$ cat config.mk
export PLATFORM = sky130hd
export DESIGN_NAME = two_circular_task_queues_flat
export DESIGN_NICKNAME = d
export VERILOG_FILES = /design/src/sv/tcq_pkg.sv /design/src/sv/tcq_ifs.sv /design/src/sv/two_circular_task_queues.sv /design/src/sv/tcq_cell.sv /design/src/sv/tcq_chain.sv /design/src/flat_wrapper.sv
export SDC_FILE = /design/constraint.sdc
export NUM_CORES = 2
export LEC_CHECK = 0
export BUFFER_PORTS_ARGS = -buffer_cell sky130_fd_sc_hd__buf_2
export CAP_MARGIN = 20
export CORE_UTILIZATION = 45
export CTS_BUF_LIST = sky130_fd_sc_hd__clkbuf_16
export CTS_CLUSTER_DIAMETER = 60
export DETAILED_ROUTE_END_ITERATION = 8
export GPL_TIMING_DRIVEN = 0
export MAX_ROUTING_LAYER = met4
export PLACE_DENSITY = 0.63
export SETUP_SLACK_MARGIN = 0.3
export SLEW_MARGIN = 20
export SYNTH_ARGS = -nofsm -noshare
export SYNTH_HDL_FRONTEND = slang
export SYNTH_HIERARCHICAL = 1
export SYNTH_SLANG_ARGS = --single-unit
$ cat constraint.sdc
create_clock -name clk_i -period 18.65 [get_ports clk_i]
set_input_delay 1.865 -clock clk_i [delete_from_list [all_inputs] [get_ports clk_i]]
set_output_delay 1.865 -clock clk_i [all_outputs]
set_load 0.03 [all_outputs]
$ cat src/sv/tcq_pkg.sv
// package with types and constants of the two circular task queues
`default_nettype none

package tcq_pkg;

  localparam int unsigned TaskIdW     = 6;
  localparam int unsigned IdSpace     = 1 << TaskIdW;
  localparam int unsigned MaxTasksDef = 64;

  typedef enum logic [1:0] {
    ACT_PUSH   = 2'd0,
    ACT_POP    = 2'd1,
    ACT_REMOVE = 2'd2,
    ACT_ROTATE = 2'd3
  } action_e;

  typedef enum logic [1:0] {
    ST_OK        = 2'd0,
    ST_EMPTY     = 2'd1,
    ST_NOT_FOUND = 2'd2,
    ST_QUEUED    = 2'd3
  } status_e;

  typedef enum logic [1:0] {
    OP_HOLD   = 2'd0,
    OP_PUSH   = 2'd1,
    OP_POP    = 2'd2,
    OP_ROTATE = 2'd3
  } chain_op_e;

  typedef struct packed {
    chain_op_e          op;
    logic [TaskIdW-1:0] id;
  } chain_ctrl_t;

endpackage

`default_nettype wire

$ cat src/sv/tcq_ifs.sv
// request and result channel interfaces
`default_nettype none

interface tcq_req_if;
  import tcq_pkg::*;
  logic               valid;
  logic               ready;
  action_e            action;
  logic               queue_select;
  logic [TaskIdW-1:0] task_id;
  modport source (output valid, action, queue_select, task_id, input ready);
  modport sink (input valid, action, queue_select, task_id, output ready);
endinterface

interface tcq_rsp_if;
  import tcq_pkg::*;
  logic               valid;
  logic               ready;
  status_e            result_status;
  logic [TaskIdW-1:0] result_id;
  modport source (output valid, result_status, result_id, input ready);
  modport sink (input valid, result_status, result_id, output ready);
endinterface

`default_nettype wire

$ cat src/sv/two_circular_task_queues.sv
// top level of the two circular task queues
//
//   channel  dir  fields                              handshake
//   req_i    in   action, queue_select, task_id       valid/ready
//   rsp_o    out  result_status, result_id            valid/ready
//
// push, pop, rotate: S_CHECK, then S_RESULT loads the output register
// remove: S_CHECK, then one S_WALK step per entry, the chain rotating one slot a cycle
// one request in flight; the next is taken while a result waits in the output register
// a stalled result holds the request side once the next one is done
// reset clears both chains, counts and membership at once
`default_nettype none

module two_circular_task_queues #(
  parameter int unsigned MAX_TASKS = tcq_pkg::MaxTasksDef
) (
  input  logic       clk_i,
  input  logic       rst_ni,
  tcq_req_if.sink    req_i,
  tcq_rsp_if.source  rsp_o
);
  import tcq_pkg::*;

  localparam int unsigned NumEntries = (MAX_TASKS < IdSpace) ? MAX_TASKS : IdSpace;
  localparam int unsigned IdxW       = $clog2(NumEntries);
  localparam int unsigned CntW       = $clog2(NumEntries + 1);
  localparam int unsigned IdExtW     = TaskIdW + 1;

  typedef enum logic [3:0] {
    S_IDLE   = 4'b0001,
    S_CHECK  = 4'b0010,
    S_WALK   = 4'b0100,
    S_RESULT = 4'b1000
  } state_e;

  state_e             state_q, state_d;
  action_e            act_q;
  logic               sel_q;
  logic [TaskIdW-1:0] id_q;
  logic               queued_q, queued_in;
  logic [CntW-1:0]    run_cnt_q, run_cnt_d, dead_cnt_q, dead_cnt_d;
  logic [CntW-1:0]    steps_q, steps_d;
  logic               found_q, found_d;
  status_e            res_status_q, res_status_d;
  logic [TaskIdW-1:0] res_id_q, res_id_d;
  logic [NumEntries-1:0] member_q, member_d;
  logic               out_valid_q;
  status_e            out_status_q;
  logic [TaskIdW-1:0] out_id_q;

  logic               req_acc, out_load, in_range, tgt_dead, hit;
  logic [CntW-1:0]    cur_cnt, cur_cnt_nxt;
  logic               cnt_inc, cnt_dec;
  logic               mem_set, mem_clr;
  logic [IdxW-1:0]    mem_idx;
  chain_op_e          op_sel;
  logic [TaskIdW-1:0] run_head, dead_head, cur_head;
  chain_ctrl_t        run_ctrl, dead_ctrl;

  assign req_i.ready = (state_q == S_IDLE);
  assign req_acc     = req_i.valid && req_i.ready;
  assign out_load    = (state_q == S_RESULT) && (!out_valid_q || rsp_o.ready);

  assign in_range = ({1'b0, id_q} < IdExtW'(NumEntries));
  assign tgt_dead = sel_q && (act_q != ACT_ROTATE);
  assign cur_cnt  = tgt_dead ? dead_cnt_q : run_cnt_q;
  assign cur_head = tgt_dead ? dead_head : run_head;
  assign hit      = !found_q && (cur_head == id_q);

  always_comb begin
    queued_in = 1'b0;
    for (int i = 0; i < NumEntries; i++) begin
      if (req_i.task_id == TaskIdW'(i)) begin
        queued_in = member_q[i];
      end
    end
  end

  always_comb begin
    state_d      = state_q;
    steps_d      = steps_q;
    found_d      = found_q;
    res_status_d = res_status_q;
    res_id_d     = res_id_q;
    op_sel       = OP_HOLD;
    cnt_inc      = 1'b0;
    cnt_dec      = 1'b0;
    mem_set      = 1'b0;
    mem_clr      = 1'b0;
    mem_idx      = id_q[IdxW-1:0];

    unique case (state_q)
      S_IDLE: begin
        if (req_acc) begin
          state_d = S_CHECK;
        end
      end
      S_CHECK: begin
        state_d      = S_RESULT;
        res_status_d = ST_OK;
        res_id_d     = '0;
        unique case (act_q)
          ACT_PUSH: begin
            if (!in_range) begin
              res_status_d = ST_NOT_FOUND;
            end else if (queued_q) begin
              res_status_d = ST_QUEUED;
            end else begin
              op_sel   = OP_PUSH;
              cnt_inc  = 1'b1;
              mem_set  = 1'b1;
              res_id_d = id_q;
            end
          end
          ACT_POP: begin
            if (cur_cnt == '0) begin
              res_status_d = ST_EMPTY;
            end else begin
              op_sel   = OP_POP;
              cnt_dec  = 1'b1;
              mem_clr  = 1'b1;
              mem_idx  = cur_head[IdxW-1:0];
              res_id_d = cur_head;
            end
          end
          ACT_REMOVE: begin
            if (cur_cnt == '0) begin
              res_status_d = ST_EMPTY;
            end else if (!in_range) begin
              res_status_d = ST_NOT_FOUND;
            end else begin
              steps_d = cur_cnt;
              found_d = 1'b0;
              state_d = S_WALK;
            end
          end
          ACT_ROTATE: begin
            if (cur_cnt == '0) begin
              res_status_d = ST_EMPTY;
            end else begin
              op_sel   = OP_ROTATE;
              res_id_d = cur_head;
            end
          end
          default: ;
        endcase
      end
      S_WALK: begin
        // drop the match, rotate past everything else
        if (hit) begin
          op_sel  = OP_POP;
          cnt_dec = 1'b1;
          mem_clr = 1'b1;
          found_d = 1'b1;
        end else begin
          op_sel = OP_ROTATE;
        end
        steps_d = steps_q - CntW'(1);
        if (steps_q == CntW'(1)) begin
          state_d = S_RESULT;
          if (found_q || hit) begin
            res_status_d = ST_OK;
            res_id_d     = id_q;
          end else begin
            res_status_d = ST_NOT_FOUND;
            res_id_d     = '0;
          end
        end
      end
      S_RESULT: begin
        if (out_load) begin
          state_d = S_IDLE;
        end
      end
      default: state_d = S_IDLE;
    endcase
  end

  always_comb begin
    cur_cnt_nxt = cur_cnt;
    if (cnt_inc) begin
      cur_cnt_nxt = cur_cnt + CntW'(1);
    end else if (cnt_dec) begin
      cur_cnt_nxt = cur_cnt - CntW'(1);
    end
    run_cnt_d  = tgt_dead ? run_cnt_q : cur_cnt_nxt;
    dead_cnt_d = tgt_dead ? cur_cnt_nxt : dead_cnt_q;

    member_d = member_q;
    if (mem_set) begin
      member_d[mem_idx] = 1'b1;
    end else if (mem_clr) begin
      member_d[mem_idx] = 1'b0;
    end

    run_ctrl.op  = tgt_dead ? OP_HOLD : op_sel;
    run_ctrl.id  = id_q;
    dead_ctrl.op = tgt_dead ? op_sel : OP_HOLD;
    dead_ctrl.id = id_q;
  end

  always_ff @(posedge clk_i or negedge rst_ni) begin
    if (!rst_ni) begin
      state_q     <= S_IDLE;
      run_cnt_q   <= '0;
      dead_cnt_q  <= '0;
      member_q    <= '0;
      steps_q     <= '0;
      found_q     <= 1'b0;
      out_valid_q <= 1'b0;
    end else begin
      state_q    <= state_d;
      run_cnt_q  <= run_cnt_d;
      dead_cnt_q <= dead_cnt_d;
      member_q   <= member_d;
      steps_q    <= steps_d;
      found_q    <= found_d;
      if (out_load) begin
        out_valid_q <= 1'b1;
      end else if (rsp_o.ready) begin
        out_valid_q <= 1'b0;
      end
    end
  end

  always_ff @(posedge clk_i) begin
    if (req_acc) begin
      act_q    <= req_i.action;
      sel_q    <= req_i.queue_select;
      id_q     <= req_i.task_id;
      queued_q <= queued_in;
    end
    res_status_q <= res_status_d;
    res_id_q     <= res_id_d;
    if (out_load) begin
      out_status_q <= res_status_q;
      out_id_q     <= res_id_q;
    end
  end

  tcq_chain #(
    .DEPTH (NumEntries)
  ) u_run_chain (
    .clk_i     (clk_i),
    .rst_ni    (rst_ni),
    .ctrl_i    (run_ctrl),
    .head_id_o (run_head)
  );

  tcq_chain #(
    .DEPTH (NumEntries)
  ) u_dead_chain (
    .clk_i     (clk_i),
    .rst_ni    (rst_ni),
    .ctrl_i    (dead_ctrl),
    .head_id_o (dead_head)
  );

  assign rsp_o.valid         = out_valid_q;
  assign rsp_o.result_status = out_status_q;
  assign rsp_o.result_id     = out_id_q;

endmodule

`default_nettype wire

$ cat src/sv/tcq_cell.sv
// one slot of a queue chain, shifts toward the head
`default_nettype none

module tcq_cell (
  input  logic                          clk_i,
  input  logic                          rst_ni,
  input  tcq_pkg::chain_ctrl_t          ctrl_i,
  input  logic [tcq_pkg::TaskIdW-1:0]   head_id_i,
  input  logic                          left_valid_i,
  input  logic                          right_valid_i,
  input  logic [tcq_pkg::TaskIdW-1:0]   right_id_i,
  output logic                          valid_o,
  output logic [tcq_pkg::TaskIdW-1:0]   id_o
);
  import tcq_pkg::*;

  logic               valid_q, valid_d;
  logic [TaskIdW-1:0] id_q, id_d;

  always_comb begin
    valid_d = valid_q;
    id_d    = id_q;
    case (ctrl_i.op)
      OP_PUSH: begin
        if (!valid_q && left_valid_i) begin
          valid_d = 1'b1;
          id_d    = ctrl_i.id;
        end
      end
      OP_POP: begin
        valid_d = right_valid_i;
        id_d    = right_id_i;
      end
      OP_ROTATE: begin
        // the tail slot takes the old head
        if (valid_q && !right_valid_i) begin
          id_d = head_id_i;
        end else begin
          valid_d = right_valid_i;
          id_d    = right_id_i;
        end
      end
      default: ;
    endcase
  end

  always_ff @(posedge clk_i or negedge rst_ni) begin
    if (!rst_ni) begin
      valid_q <= 1'b0;
    end else begin
      valid_q <= valid_d;
    end
  end

  always_ff @(posedge clk_i) begin
    id_q <= id_d;
  end

  assign valid_o = valid_q;
  assign id_o    = id_q;

endmodule

`default_nettype wire

$ cat src/sv/tcq_chain.sv
// row of slots holding one queue in order, head in slot zero
`default_nettype none

module tcq_chain #(
  parameter int unsigned DEPTH = tcq_pkg::MaxTasksDef
) (
  input  logic                        clk_i,
  input  logic                        rst_ni,
  input  tcq_pkg::chain_ctrl_t        ctrl_i,
  output logic [tcq_pkg::TaskIdW-1:0] head_id_o
);
  import tcq_pkg::*;

  logic [DEPTH+1:0]   vpad;
  logic [TaskIdW-1:0] idpad [DEPTH+1];

  assign vpad[0]         = 1'b1;
  assign vpad[DEPTH+1]   = 1'b0;
  assign idpad[DEPTH]    = '0;

  for (genvar i = 0; i < DEPTH; i++) begin : g_cell
    tcq_cell u_cell (
      .clk_i         (clk_i),
      .rst_ni        (rst_ni),
      .ctrl_i        (ctrl_i),
      .head_id_i     (idpad[0]),
      .left_valid_i  (vpad[i]),
      .right_valid_i (vpad[i+2]),
      .right_id_i    (idpad[i+1]),
      .valid_o       (vpad[i+1]),
      .id_o          (idpad[i])
    );
  end

  assign head_id_o = idpad[0];

endmodule

`default_nettype wire

$ cat src/flat_wrapper.sv
// flat-port wrapper written by rule: the top's interface ports become plain ports
module two_circular_task_queues_flat import tcq_pkg::*;
#(
  parameter int unsigned MAX_TASKS = tcq_pkg::MaxTasksDef
)
  (clk_i, rst_ni, req_i_valid, req_i_action, req_i_queue_select, req_i_task_id, req_i_ready, rsp_o_valid, rsp_o_result_status, rsp_o_result_id, rsp_o_ready);
  tcq_req_if req_i_i ();
  tcq_rsp_if rsp_o_i ();
  input  logic clk_i;
  input  logic rst_ni;
  input wire logic [$bits(req_i_i.valid)-1:0] req_i_valid;
  input wire logic [$bits(req_i_i.action)-1:0] req_i_action;
  input wire logic [$bits(req_i_i.queue_select)-1:0] req_i_queue_select;
  input wire logic [$bits(req_i_i.task_id)-1:0] req_i_task_id;
  output wire logic [$bits(req_i_i.ready)-1:0] req_i_ready;
  output wire logic [$bits(rsp_o_i.valid)-1:0] rsp_o_valid;
  output wire logic [$bits(rsp_o_i.result_status)-1:0] rsp_o_result_status;
  output wire logic [$bits(rsp_o_i.result_id)-1:0] rsp_o_result_id;
  input wire logic [$bits(rsp_o_i.ready)-1:0] rsp_o_ready;
  assign req_i_i.valid = req_i_valid;
  assign req_i_i.action = req_i_action;
  assign req_i_i.queue_select = req_i_queue_select;
  assign req_i_i.task_id = req_i_task_id;
  assign req_i_ready = req_i_i.ready;
  assign rsp_o_valid = rsp_o_i.valid;
  assign rsp_o_result_status = rsp_o_i.result_status;
  assign rsp_o_result_id = rsp_o_i.result_id;
  assign rsp_o_i.ready = rsp_o_ready;
  two_circular_task_queues #(.MAX_TASKS(MAX_TASKS)) u_core (.clk_i(clk_i), .rst_ni(rst_ni), .req_i(req_i_i), .rsp_o(rsp_o_i));
endmodule
==> metrics.txt <==
# TYPE chip_impl_metric gauge
chip_impl_metric{name="power_switching_share",unit=""} 0.291
chip_impl_metric{name="synth-warning-count",unit=""} 6
chip_impl_metric{name="cts_post_setup_buffers_inserted",unit=""} 0
chip_impl_metric{name="dieHeight",unit="µm"} 350
chip_impl_metric{name="layout.area.seq",unit="µm²"} 29300
chip_impl_metric{name="syn-cell-area",unit="µm²"} 54600
chip_impl_metric{name="rrSetupSlack",unit="ps"} 12640
chip_impl_metric{name="antenna_violating_nets_post_route",unit=""} 0
chip_impl_metric{name="setup_total_negative_slack",unit="ps"} 0
chip_impl_metric{name="yosys-mux-area-fraction",unit=""} 0.154
chip_impl_metric{name="avgSynthCellArea",unit="µm²"} 11.0
chip_impl_metric{name="worst-slew-pin-transition",unit="ps"} 1050
chip_impl_metric{name="finalPower",unit="µW"} 6250
chip_impl_metric{name="synthToLayoutAreaGrowth",unit="%"} 16.1
chip_impl_metric{name="multi_input_comb_area",unit="µm²"} 24000
chip_impl_metric{name="p_switching",unit="µW"} 1820
chip_impl_metric{name="post-dp-hpwl",unit="µm"} 91100
chip_impl_metric{name="fp.coreArea",unit="µm²"} 120000
chip_impl_info{name="clock-root-buffer",value="sky130_fd_sc_hd__clkbuf_16"} 1
chip_impl_metric{name="yosys.cell_types.count",unit=""} 82
chip_impl_metric{name="cp_data_required_time",unit="ps"} 18960
chip_impl_metric{name="critPathMaxFanout",unit=""} 21
chip_impl_metric{name="final_nets",unit=""} 5285
chip_impl_metric{name="power_report.internal_total",unit="µW"} 4430
chip_impl_info{name="synth_area_leaders",value="sky130_fd_sc_hd__edfxtp_1 44%, sky130_fd_sc_hd__mux2i_1 15%, sky130_fd_sc_hd__dfrtp_1 10%"} 1
chip_impl_metric{name="routed-via-count",unit=""} 39100
chip_impl_info{name="yosysTopAreaCell",value="sky130_fd_sc_hd__edfxtp_1"} 1
chip_impl_metric{name="place.gp.congestion",unit=""} 0.931
chip_impl_metric{name="final_cell_area",unit="µm²"} 63500
chip_impl_info{name="r2r_start",value="u_core/act_q[1]"} 1
chip_impl_metric{name="max_slew_margin",unit=""} 0.295
chip_impl_metric{name="antenna_found_initial",unit=""} 1
chip_impl_metric{name="synthSimpleGateAreaFrac",unit=""} 0.139
chip_impl_metric{name="synth_top_area_frac",unit=""} 0.436
chip_impl_metric{name="vias_per_cell",unit=""} 5.61
chip_impl_metric{name="synth-edff-count",unit=""} 794
chip_impl_metric{name="largest_net_degree_at_the_start_of_global_routing",unit=""} 72
chip_impl_metric{name="first_iter_violations",unit=""} 2936
chip_impl_metric{name="drive_above_1_share",unit=""} 0.124
chip_impl_metric{name="worst_slack",unit="ps"} 12640
chip_impl_metric{name="ctsHoldBuffers",unit=""} 0
chip_impl_metric{name="grt.overflow.total",unit=""} 0
chip_impl_metric{name="placement_rows",unit=""} 127
chip_impl_info{name="worst_setup_path_startpoint",value="u_core/act_q[1]"} 1
chip_impl_metric{name="initial_utilization",unit=""} 0.455
chip_impl_metric{name="cap_viol_max_count",unit=""} 0
chip_impl_metric{name="pin_count",unit=""} 23
chip_impl_metric{name="fillers",unit=""} 10300
chip_impl_metric{name="gr-usage-all-layers",unit=""} 0.218
chip_impl_metric{name="asyncSetResetFlopFracSynth",unit=""} 0.216
chip_impl_metric{name="clkSlewWorstSetupHoldPaths",unit="ps"} 60
chip_impl_metric{name="vdd_drop_max",unit="mV"} 0.0770
chip_impl_metric{name="dp_worst_setup_slack",unit="ps"} 12770
chip_impl_metric{name="htree_levels",unit=""} 3
chip_impl_info{name="cp-endpoint",value="u_core/u_run_chain/g_cell[47].u_cell/id_o[1]"} 1
chip_impl_info{name="synth_top_family_by_area",value="multiplexers"} 1
chip_impl_metric{name="yosys_register_bits",unit=""} 1013
chip_impl_metric{name="power.share.clock",unit=""} 0.340
chip_impl_metric{name="syn_inst",unit=""} 4959
chip_impl_metric{name="timing.final.setup_violations",unit=""} 0
chip_impl_info{name="critPathLaunchType",value="flip-flop"} 1
chip_impl_metric{name="avgRoutedWirePerCell",unit="µm"} 18.8
chip_impl_metric{name="place.detailed.instances",unit=""} 6768
chip_impl_info{name="cts_tree",value="done"} 1
chip_impl_metric{name="fraction_of_the_mapped_netlist_area_in_compound_gates",unit=""} 0.141
chip_impl_metric{name="seq_power_share",unit=""} 0.450
chip_impl_info{name="run_status",value="finished, final reports clean"} 1
chip_impl_info{name="synth_most_common_cell",value="sky130_fd_sc_hd__nor2_1"} 1
chip_impl_metric{name="drtPass1Iterations",unit=""} 6
chip_impl_metric{name="tritoncts.num_buffers",unit=""} 109
chip_impl_metric{name="pwr_density_cell",unit="nW/µm²"} 98.5
chip_impl_metric{name="worstSkewPairLatency",unit="ps"} 700
chip_impl_metric{name="synth-adder-area-share",unit=""} 0.00114
chip_impl_metric{name="placed_cell_area",unit="µm²"} 59900
chip_impl_info{name="endpoint_of_the_most_critical_register_to_register_path",value="u_core/u_run_chain/g_cell[47].u_cell/id_o[1]"} 1
chip_impl_metric{name="wirelength",unit="µm"} 131000
chip_impl_metric{name="die_width",unit="µm"} 350
chip_impl_metric{name="grt_pass1_wl",unit="µm"} 211000
chip_impl_metric{name="post_cts_resize_count",unit=""} 0
chip_impl_info{name="worst_setup_path_end_kind",value="flip-flop"} 1
chip_impl_metric{name="max_freq",unit="MHz"} 167
chip_impl_metric{name="final_cell_count_no_fill",unit=""} 6976
chip_impl_metric{name="synth.yosys.seq_area_share",unit=""} 0.537
chip_impl_info{name="rsz0062_at_grt",value="no"} 1
chip_impl_metric{name="clkSinkCount",unit=""} 1013
chip_impl_metric{name="io_buffers",unit=""} 22
chip_impl_metric{name="rr_worst_depth",unit=""} 18
chip_impl_info{name="most_common_flop_cell_mapped_by_yosys",value="sky130_fd_sc_hd__edfxtp_1"} 1
chip_impl_metric{name="finalMaxSlewViolations",unit=""} 0
chip_impl_metric{name="grt_pass1_vias",unit=""} 38500
chip_impl_metric{name="final.min_clock_period",unit="ps"} 6010
chip_impl_metric{name="clockBufferDepth",unit=""} 3
chip_impl_metric{name="floorplan.die_area",unit="µm²"} 123000
chip_impl_metric{name="comb_power_share",unit=""} 0.210
chip_impl_info{name="netlist_top_cells_count",value="807 x sky130_fd_sc_hd__nor2_1, 800 x sky130_fd_sc_hd__mux2i_1, 794 x sky130_fd_sc_hd__edfxtp_1, 779 x sky130_fd_sc_hd__a21oi_1, 344 x sky130_fd_sc_hd__o21ai_0"} 1
chip_impl_metric{name="finClkSkew",unit="ps"} 25.9
chip_impl_metric{name="hold_viol_final",unit=""} 0
chip_impl_metric{name="static-leakage-power",unit="µW"} 0.0317
chip_impl_metric{name="finalCritPeriodShare",unit=""} 0.322
chip_impl_info{name="hold_path_class",value="reg -> reg"} 1
chip_impl_info{name="worst-setup-path-type",value="reg -> reg"} 1
chip_impl_metric{name="cp.arrival",unit="ps"} 6320
chip_impl_metric{name="route.detailed.drc",unit=""} 0
chip_impl_metric{name="synth_xor_xnor_area_share",unit=""} 0.00256
## through the flow
step / util / hold WS [ps]
floorplan: - / 400
global placement: 0.473 / 404
detailed placement: 0.499 / 405
CTS: 0.528 / 419
global route: 0.528 / 422
finish: 0.528 / 418
## layer usage
| layer | share of wire | wire, µm | vias to the layer above | GRT usage |
|---|---|---|---|---|
| li1 | - | - | 19000 | - |
| met1 | 0.46 | 60200 | 19100 | 0.291 |
| met3 | 0.045 | 5930 | 146 | 0.0258 |
| met2 | 0.48 | 62600 | 880 | 0.353 |
| met5 | 0 | 0 | - | - |
| met4 | 0.018 | 2350 | 0 | 0.0552 |
## cell families (layout without fill, tap and decap cells)
| group | count (synthesis) | after routing |
|---|---|---|
| DFF | 1013 | 1013 |
| xor gates and xnor gates | 16 | 16 |
| adders and majority gates | 5 | 5 |
| other | 4 | 19 |
| AOI/OAI and AO/OA | 1394 | 1394 |
| and+or+nand+nor | 1369 | 1369 |
| buffers and inverters | 327 | 717 |
| muxes | 831 | 831 |
## cell type report
class	count	area share
clock inverters	96	0.0114
inverters	143	0.00846
well taps	1612	0.0318
repair buffers	183	0.0504
flip-flops and latches	1013	0.462
plain buffers	184	0.0141
multi-input cells	3633	0.378
diodes	1	0.0000394
clock buffers	111	0.0438
## state kept, by name, summed over array words and instances, names as in the netlist, named ones only
register / cells
u_core/sel_q: 1
u_core/found_q: 1
u_core/rsp_o.valid: 1
u_core/u_dead_chain/g_cell.u_cell/valid_o: 64
u_core/id_q: 6
u_core/rsp_o.result_id: 6
u_core/queued_q: 1
u_core/steps_q: 7
u_core/dead_cnt_q: 7
u_core/u_run_chain/g_cell.u_cell/valid_o: 64
u_core/state_q: 4
u_core/run_cnt_q: 7
u_core/rsp_o.result_status: 2
u_core/u_dead_chain/g_cell.u_cell/id_o: 384
u_core/act_q: 2
u_core/res_id_q: 6
u_core/u_run_chain/g_cell.u_cell/id_o: 384
u_core/res_status_q: 2
## critical path: stages (launching register included)
cell and delay [ps]:
sky130_fd_sc_hd__edfxtp_1 380, sky130_fd_sc_hd__buf_2 190, sky130_fd_sc_hd__a21boi_2 360, sky130_fd_sc_hd__buf_2 330, sky130_fd_sc_hd__buf_2 340, sky130_fd_sc_hd__mux2i_1 220, sky130_fd_sc_hd__ha_1 280, sky130_fd_sc_hd__nor4b_2 190
sky130_fd_sc_hd__a41oi_1 570, sky130_fd_sc_hd__nand4_1 150, sky130_fd_sc_hd__and3_1 250, sky130_fd_sc_hd__nor2_4 490, sky130_fd_sc_hd__buf_16 230, sky130_fd_sc_hd__buf_12 210, sky130_fd_sc_hd__buf_12 220, sky130_fd_sc_hd__buf_16 190
sky130_fd_sc_hd__buf_16 180, sky130_fd_sc_hd__nand2_1 80, sky130_fd_sc_hd__o21ai_0 700
## placed cells by master (no fill, tap or decap), drive strengths merged, types with 15 or more instances in the layout
cell,count
buf,334
nand2,319
o31ai,57
o211ai,136
nand3b,131
clkinv,61
dfrtp,218
a21oi,781
nor2b,15
nor2,808
clkbuf,144
inv,163
mux2i,800
o21ai,346
nand2b,18
edfxtp,794
mux2,28
conb,18
## power groups by stage
stage / sequential [µW] / clock (µW) / combinational (µW)
after detailed placement: 2860 / 0 / 1300
after CTS: 2810 / 2170 / 1310
after global placement: 3040 / 0 / 1210
final: 2810 / 2120 / 1310
after floorplan: 2900 / 0 / 889
after global routing: 2830 / 2250 / 1450
## worst min-delay path by stage
stage	depth (start not counted)	from	to
3_5_place_dp	0	u_core/res_id_q[1]	u_core/rsp_o.result_id[1]
2_1_floorplan	0	u_core/res_id_q[0]	u_core/rsp_o.result_id[0]
5_1_grt	0	u_core/res_id_q[2]	u_core/rsp_o.result_id[2]
6_report	0	u_core/res_id_q[4]	u_core/rsp_o.result_id[4]
3_3_place_gp	0	u_core/res_id_q[1]	u_core/rsp_o.result_id[1]
4_1_cts	0	u_core/res_id_q[4]	u_core/rsp_o.result_id[4]
Power figures use the tool's default switching activity.
